<file path="config.mk">
export PLATFORM = sky130hd
export DESIGN_NAME = tlb_ctrl
export DESIGN_NICKNAME = d
export VERILOG_FILES = /design/src/hdl/tlb_pkg.sv /design/src/hdl/tlb_ctrl.sv
export SDC_FILE = /design/constraint.sdc
export NUM_CORES = 1
export LEC_CHECK = 0
export BUFFER_PORTS_ARGS = -buffer_cell sky130_fd_sc_hd__buf_2
export CORE_AREA = 5 5 42 44
export DETAILED_ROUTE_END_ITERATION = 8
export DIE_AREA = 0 0 47 49
export PLACE_DENSITY = 0.3
export SETUP_SLACK_MARGIN = 0.3
export SLEW_MARGIN = 0
export SYNTH_ARGS = -nofsm -noshare
export SYNTH_HDL_FRONTEND = slang
export SYNTH_SLANG_ARGS = --single-unit
</file>
<file path="constraint.sdc">
create_clock -name clk -period 1.1 [get_ports clk]
set_input_delay 0.22 -clock clk [delete_from_list [all_inputs] [get_ports clk]]
set_output_delay 0.22 -clock clk [all_outputs]
set_load 0.005 [all_outputs]
</file>
<file path="src/hdl/tlb_pkg.sv">
// Package for the TLB page translation unit: sizes, codes and shared types.
// Used by the controller, the datapath and the top level.
`timescale 1ns / 1ps
package tlb_pkg;
	localparam int TlbEntries = 8;
	localparam int NumProcs = 4;
	localparam int MaxVpnWidth = 8;
	localparam int MaxPfnWidth = 8;
	localparam int MaxOffsetWidth = 8;
	localparam int SlotW = $clog2(TlbEntries);
	localparam int PidW = 2;
	localparam int PtDepth = NumProcs * (1 << MaxVpnWidth);
	localparam int PtAw = $clog2(PtDepth);

	localparam logic [2:0] ModeTranslate = 3'd0;
	localparam logic [2:0] ModeMap = 3'd1;
	localparam logic [2:0] ModeUnmap = 3'd2;
	localparam logic [2:0] ModePtRead = 3'd3;
	localparam logic [2:0] ModeTlbRead = 3'd4;

	localparam logic [1:0] StatDone = 2'd0;
	localparam logic [1:0] StatPtHit = 2'd1;
	localparam logic [1:0] StatFault = 2'd2;

	localparam logic [1:0] RegOffset = 2'd0;
	localparam logic [1:0] RegVpn = 2'd1;
	localparam logic [1:0] RegLru = 2'd2;

	// Commands from the controller to the datapath.
	typedef struct packed {
		logic capture;
		logic execute;
		logic clear_step;
	} tlb_cmd_t;

	// Status from the datapath to the controller.
	typedef struct packed {
		logic clear_last;
	} tlb_stat_t;
endpackage

</file>
<file path="src/hdl/tlb_ctrl.sv">
// Controller of the TLB unit: clearing pass, capture, execute and output word.
// Depends on tlb_pkg.
`timescale 1ns / 1ps
module tlb_ctrl (
	input  logic               clk,
	input  logic               arst_n,
	input  logic               in_valid,
	output logic               in_stall,
	output logic               out_valid,
	input  logic               out_stall,
	output tlb_pkg::tlb_cmd_t  cmd,
	input  tlb_pkg::tlb_stat_t stat
);
	typedef enum logic [1:0] {ST_CLEAR, ST_IDLE, ST_EXEC} state_t;
	state_t state_q;
	logic   out_valid_q;

	// An input word is taken when idle and the output slot is free or leaving.
	assign in_stall = !(state_q == ST_IDLE && (!out_valid_q || !out_stall));
	assign out_valid = out_valid_q;
	assign cmd.capture = in_valid && !in_stall;
	assign cmd.execute = state_q == ST_EXEC;
	assign cmd.clear_step = state_q == ST_CLEAR;

	// State register and output valid flag.
	always_ff @(posedge clk or negedge arst_n) begin
		if (!arst_n) begin
			state_q <= ST_CLEAR;
			out_valid_q <= 1'b0;
		end else begin
			if (out_valid_q && !out_stall) out_valid_q <= 1'b0;
			case (state_q)
				ST_CLEAR: begin
					if (stat.clear_last) state_q <= ST_IDLE;
				end
				ST_IDLE: begin
					if (cmd.capture) state_q <= ST_EXEC;
				end
				ST_EXEC: begin
					out_valid_q <= 1'b1;
					state_q <= ST_IDLE;
				end
				default: state_q <= ST_IDLE;
			endcase
		end
	end
endmodule

</file>
==> run metrics, run 1 <==
storage element area=75.1 um2; number of buffers created by CTS=3; routed length per instance=9.32 um; Die Footprint=about 2300 um2; CTS clock-pin slew for the worst setup and hold paths=40 ps; nature of the critical path endpoint=output port; overall die width=47 um; Area growth syn-to-layout=124%; Power, Total=around 770 uW; Setup violations, final=5; mean cell area of the mapped netlist=between 9 and 10 um2; Die Y-Extent=slightly below 50 um; WS Path Type=reg2out; power density over the cells=2620 nW/um2; pre-CTS setup slack=88.3 ps; worst endpoint data arrival time=around 1100 ps; worst hold slack=225 ps; Overall Global Routing Usage=4.58%; weighted congestion reported at the end of routability-driven placement=0.653; CTS sink cnt=3; count of final max-slew check failures=0; detailed router's first-iteration violation count=0; boundary pin count=10; count of buffers inserted at the top-level ports=9; transition time at the pin with the least slew margin=around 150 ps; Peak supply drop=0.000945 V; data required time at the worst endpoint=880 ps; residual overflow from global routing=0; post-route cell area=a little under 300 um2; max-cap viol count=0; number of global-route vias before repair=between 150 and 200; H-Tree Depth=1; post-synthesis sequential area ratio=between 50% and 60%; number of nets in the synthesized netlist=19; number of nets in the layout=40; count of different cell masters after synthesis=9; number of hold violations in the final report=0; number of nets still failing antenna checks after routing=0; maximum number of pins on one net before global-route repair=6; crit share post-route=117%; clock root buffer=sky130_fd_sc_hd__clkbuf_4; Max-slew headroom=90.3%; Mapped Cells=14; total placed instance area=196 um2; CP Launch Type=flop; antenna diode instance count=0; area of the multi-input gates=55.1 um2; number of remaining DRC errors=0; Synth Register Bits=3; number of placed instances, taps included=39; Clk Latency, worst-skew pair=230 ps; via count=168; class of the worst hold path=in2reg; wire length of the first global-routing pass=662 um; initial standard-cell utilization of the core=9.38%; Warnings, synthesis=0; LEAKAGE=~0.00016 uW; average via count per standard cell=3.36; total routed wirelength=466 um; final setup slack of the worst path=-191 ps; post-synthesis instance area=131 um2; largest buffer count on any clock path=2; result of the run=complete, but fails checks; num rows=14; violations in the final reports=negative setup slack; clock tree from TritonCTS=done; Cell Count, Final, Fillers Out=50; placeable core area=~1400 um2; antenna violations before repair=0; worst reg-to-reg path cell count=4; number of detailed-route iterations in the first pass=1; Fin Clk Skew=0.120 ps; shortest clock period the worst path allows after layout=1290 ps; setup repair after global routing missed its margin=true; crit path max fanout=2; Fillers=159; ratio of cells with drive above 1 in the final layout=a little under three fifths; Worst Hold Path Cells=2; highest clock rate=775 MHz
worst max-delay path: stages, from the launching register on:
cell	delay, ps
sky130_fd_sc_hd__dfrtp_1	390
sky130_fd_sc_hd__buf_4	140
sky130_fd_sc_hd__buf_6	100
sky130_fd_sc_hd__buf_6	100
sky130_fd_sc_hd__buf_6	100
routing by layer:
metal	routed length, um	share of wire [%]	GRT usage, %	vias to the layer above
met5	0	0	0	-
li1	-	-	-	86
met2	170	36	4.75	12
met1	192	41	4.41	70
met4	0	0	1.38	0
met3	103	22	7.75	0
report_power, final:
| part | total, uW | switching [uW] | internal, uW |
|---|---|---|---|
| Combinational | 371 | 131 | 240 |
| Clock | 197 | 61.1 | 136 |
| Sequential | 201 | 43.4 | 158 |
what timing repair did:
item	4_1_cts	5_1_grt
endpoints found under the hold margin	3	0
hold buffers	1	0
setup buffers	5	1
gates resized for setup	2	2
setup endpoints to repair	7	8
flip-flops by register name, summed over array words and instances (netlist names):
register	flops
state_q	2
out_valid	1
metrics by stage:
step	utilization, %	TNS, ps
after floorplan	-	0
after global placement	14.0	0
after detailed placement	14.0	0
after CTS	19.7	-582
after global routing	21.0	-929
final	21.0	-632
final cells by class:
| class | instances | area share [%] |
|---|---|---|
| timing repair buffer | 16 | 38.7 |
| inverter | 1 | 1.28 |
| multi-input combinational | 10 | 18.7 |
| tap | 16 | 6.81 |
| clock buffer | 4 | 8.94 |
| sequential | 3 | 25.5 |
synth_stat cells (all sizes together):
| library cell | count | area share (%) |
|---|---|---|
| nor2 | 4 | 11 |
| dfrtp | 3 | 57 |
| a21o | 1 | 5.7 |
| a31oi | 1 | 4.8 |
| inv | 1 | 2.9 |
| nand2 | 1 | 2.9 |
| nand3b | 1 | 5.7 |
| nor2b | 1 | 4.8 |
| or2 | 1 | 4.8 |
cell families (layout without fill, tap and decap cells):
kind of cell           count (synthesis)  in the layout  synth area share (%)
DFF                                    3              3                  57.1
buffers and inverters                  1             21                  2.85
and+or+nand+nor                        8              8                  29.5
AOI/OAI and AO/OA                      2              2                  10.5
path summary, 6_finish.rpt:
kind,start,to,slack [ps]
worst max-delay path,out_valid,out_valid,-190
worst min-delay path,out_stall,out_valid,220
worst max register to register,out_valid,out_valid,110
worst min register to register,state_q[1],state_q[0],580
max in group asynchronous,arst_n,state_q[1],660
min in group asynchronous,arst_n,state_q[0],330
cells in the final DEF (no fill, tap or decap), drive strengths merged:
cell type | netlist | final
nand2 | 1 | 1
a21o | 1 | 1
dfrtp | 3 | 3
nor2b | 1 | 1
a31oi | 1 | 1
clkbuf | 0 | 4
buf | 0 | 15
nor2 | 4 | 4
inv | 1 | 1
or2 | 1 | 1
nand3b | 1 | 1
dlygate4sd3 | 0 | 1
Power figures use the tool's default switching activity.
==> run 2: changes to the inputs <==
- clock period: 1.1 -> 1.3 ns (I/O delays scaled with it)
==> run metrics, run 2 (synthesis gave the netlist of run 1 again) <==
Top reg by flops=state_q; data required time at the worst endpoint=1040 ps (+160 ps); HPWL Detailed=295 um; CTS sink cnt=3 (unchanged); total routed wirelength=454 um (-2.6%); Fin Clk Skew=2.40 ps (+2.28 ps); Fillers=169 (+6.3%); placeable core area=1400 um2 (unchanged); number of buffers created by CTS=3 (unchanged); overall die width=47 um (unchanged); leading cell types in the layout, fill and taps excluded=9 x sky130_fd_sc_hd__buf_2, 3 x sky130_fd_sc_hd__nor2_1, 3 x sky130_fd_sc_hd__clkbuf_4; number of hold violations in the final report=0 (unchanged); via count=169 (+0.60%); Die Footprint=2300 um2 (unchanged); number of global-route vias before repair=220 (+31%); storage element area=76.3 um2 (+1.7%); net switching fraction of the power=33.5% (+2.9 points); end point of the critical path=cmd[2]; shortest clock period the worst path allows after layout=1310 ps; number of nets still failing antenna checks after routing=0 (unchanged); class of the worst hold path=in2reg; final total negative setup slack=-11.1 ps (+621 ps); Overall Global Routing Usage=5.72% (+1.1 points); crit path max fanout=3 (+1); Area growth syn-to-layout=114%; Clk Latency, worst-skew pair=240 ps (about the same); startpoint of the lowest-slack register-to-register path=out_valid; area of the multi-input gates=62.6 um2 (+14%); most frequent standard cell in the layout excluding fill and tap cells=sky130_fd_sc_hd__buf_2; setup slack of the most critical reg-to-reg path=360 ps (+250 ps); WS Path Type=reg2out; number of detailed-route iterations in the first pass=1 (unchanged); Die Y-Extent=49 um (unchanged); Pint=420 uW (-21%); antenna violations before repair=0 (unchanged); flip-flop count of the largest register after layout=2 (unchanged); boundary pin count=10 (unchanged); wire length of the first global-routing pass=848 um (+28%); count of buffers inserted at the top-level ports=9 (unchanged); weighted congestion reported at the end of routability-driven placement=0.652 (-0.24%); num rows=14 (unchanged); average via count per standard cell=3.52 (+4.8%); number of nets in the layout=38 (-5.0%); highest clock rate=763 MHz; capturing point of the worst reg2reg path=state_q[0]; CP Launch Type=flop; Worst Hold Path Cells=2 (unchanged); result of the run=complete, but fails checks; antenna diode instance count=0 (unchanged); routed length per instance=9.46 um (+1.5%); largest buffer count on any clock path=2 (unchanged); Max-slew headroom=91.5% (+1.3 points); number of remaining DRC errors=0 (unchanged); count of final max-slew check failures=0 (unchanged); switching power total=212 uW (-10%); setup repair after global routing missed its margin=true; Setup violations, final=1 (-4); CTS clock-pin slew for the worst setup and hold paths=40 ps (about the same); crit share post-route=101%; clock root buffer=sky130_fd_sc_hd__clkbuf_4; H-Tree Depth=1 (unchanged); maximum number of pins on one net before global-route repair=6 (unchanged); violations in the final reports=negative setup slack; max-cap viol count=0 (unchanged); power density over the cells=2240 nW/um2 (-14%); worst endpoint data arrival time=1050 ps (-20 ps); transition time at the pin with the least slew margin=127 ps (-19.3 ps); Peak supply drop=0.000670 V (-29%); worst hold slack=258 ps (+33.5 ps); LEAKAGE=0.000151 uW (-7.0%); pre-CTS setup slack=254 ps (+165 ps); share of power burned in registers=28.6% (+2.4 points); worst reg-to-reg path cell count=4 (unchanged); residual overflow from global routing=0 (unchanged); start point of the critical path=state_q[1]; ratio of cells with drive above 1 in the final layout=59.4% (+3.5 points); detailed router's first-iteration violation count=0 (unchanged); post-layout utilization of the core=20.1% (-0.89 points); nature of the critical path endpoint=output port; power share of the combinational group=44.4% (-3.8 points); Clock Power Share=26.9% (+1.3 points); clock tree from TritonCTS=done; initial standard-cell utilization of the core=9.38% (unchanged); final setup slack of the worst path=-11.1 ps (+180 ps)
[run 2: changes by cell type in the layout (fill, tap and decap cells not counted), sizes merged]
cell / delta
buf: -2
[run 2: layer usage]
metal / wire length (um) / track usage [%] / vias to the layer above
li1: - / - / 81
met1: 214 / 5.53 / 74
met2: 151 / 6.79 / 14
met3: 88 / 7.38 / 0
met4: 0 / 2.76 / 0
met5: 0 / 0 / -
[run 2: critical path, stage by stage, from the launching register on]
cell	delay, ps
sky130_fd_sc_hd__dfrtp_1	380
sky130_fd_sc_hd__nand3b_1	200
sky130_fd_sc_hd__nor2_1	110
sky130_fd_sc_hd__buf_2	120
[run 2: power by group through the flow]
stage          sequential (uW)  combinational [uW]  clock, uW
2_1_floorplan              166                87.9          0
3_3_place_gp               168                 172          0
3_5_place_dp               172                 174          0
4_1_cts                    180                 285        175
5_1_grt                    186                 318        194
6_report                   181                 281        170
[run 2: what timing repair did]
item | CTS | global route
hold endpoints to repair | 3 | 0
setup buffers | 4 | 0
hold buffers | 1 | 0
setup endpoints to repair | 5 | 5
pin swaps | 1 | 1
gates resized for setup | 6 | 0
[run 2: how the worst min path moves through the flow]
stage / from / endpoint / slack (ps)
floorplan: arst_n / out_valid / -40
global placement: arst_n / out_valid / 60
detailed placement: arst_n / out_valid / 60
CTS: out_stall / out_valid / 260
global route: out_stall / out_valid / 260
finish: out_stall / out_valid / 260
[run 2: area by class of cell]
class / instances / area share [%]
clock buffer: 4 / 9.33
inverter: 1 / 1.33
tap: 16 / 7.11
sequential: 3 / 27.1
multi-input combinational: 10 / 22.2
timing repair buffer: 14 / 32.9
[run 2: stage by stage]
stage                     power (uW)  cells  area, um2
final                            632     48        282
after floorplan                  254     14        131
after CTS                        639     48        282
after global placement           340     39        196
after global routing             698     48        282
after detailed placement         346     39        196
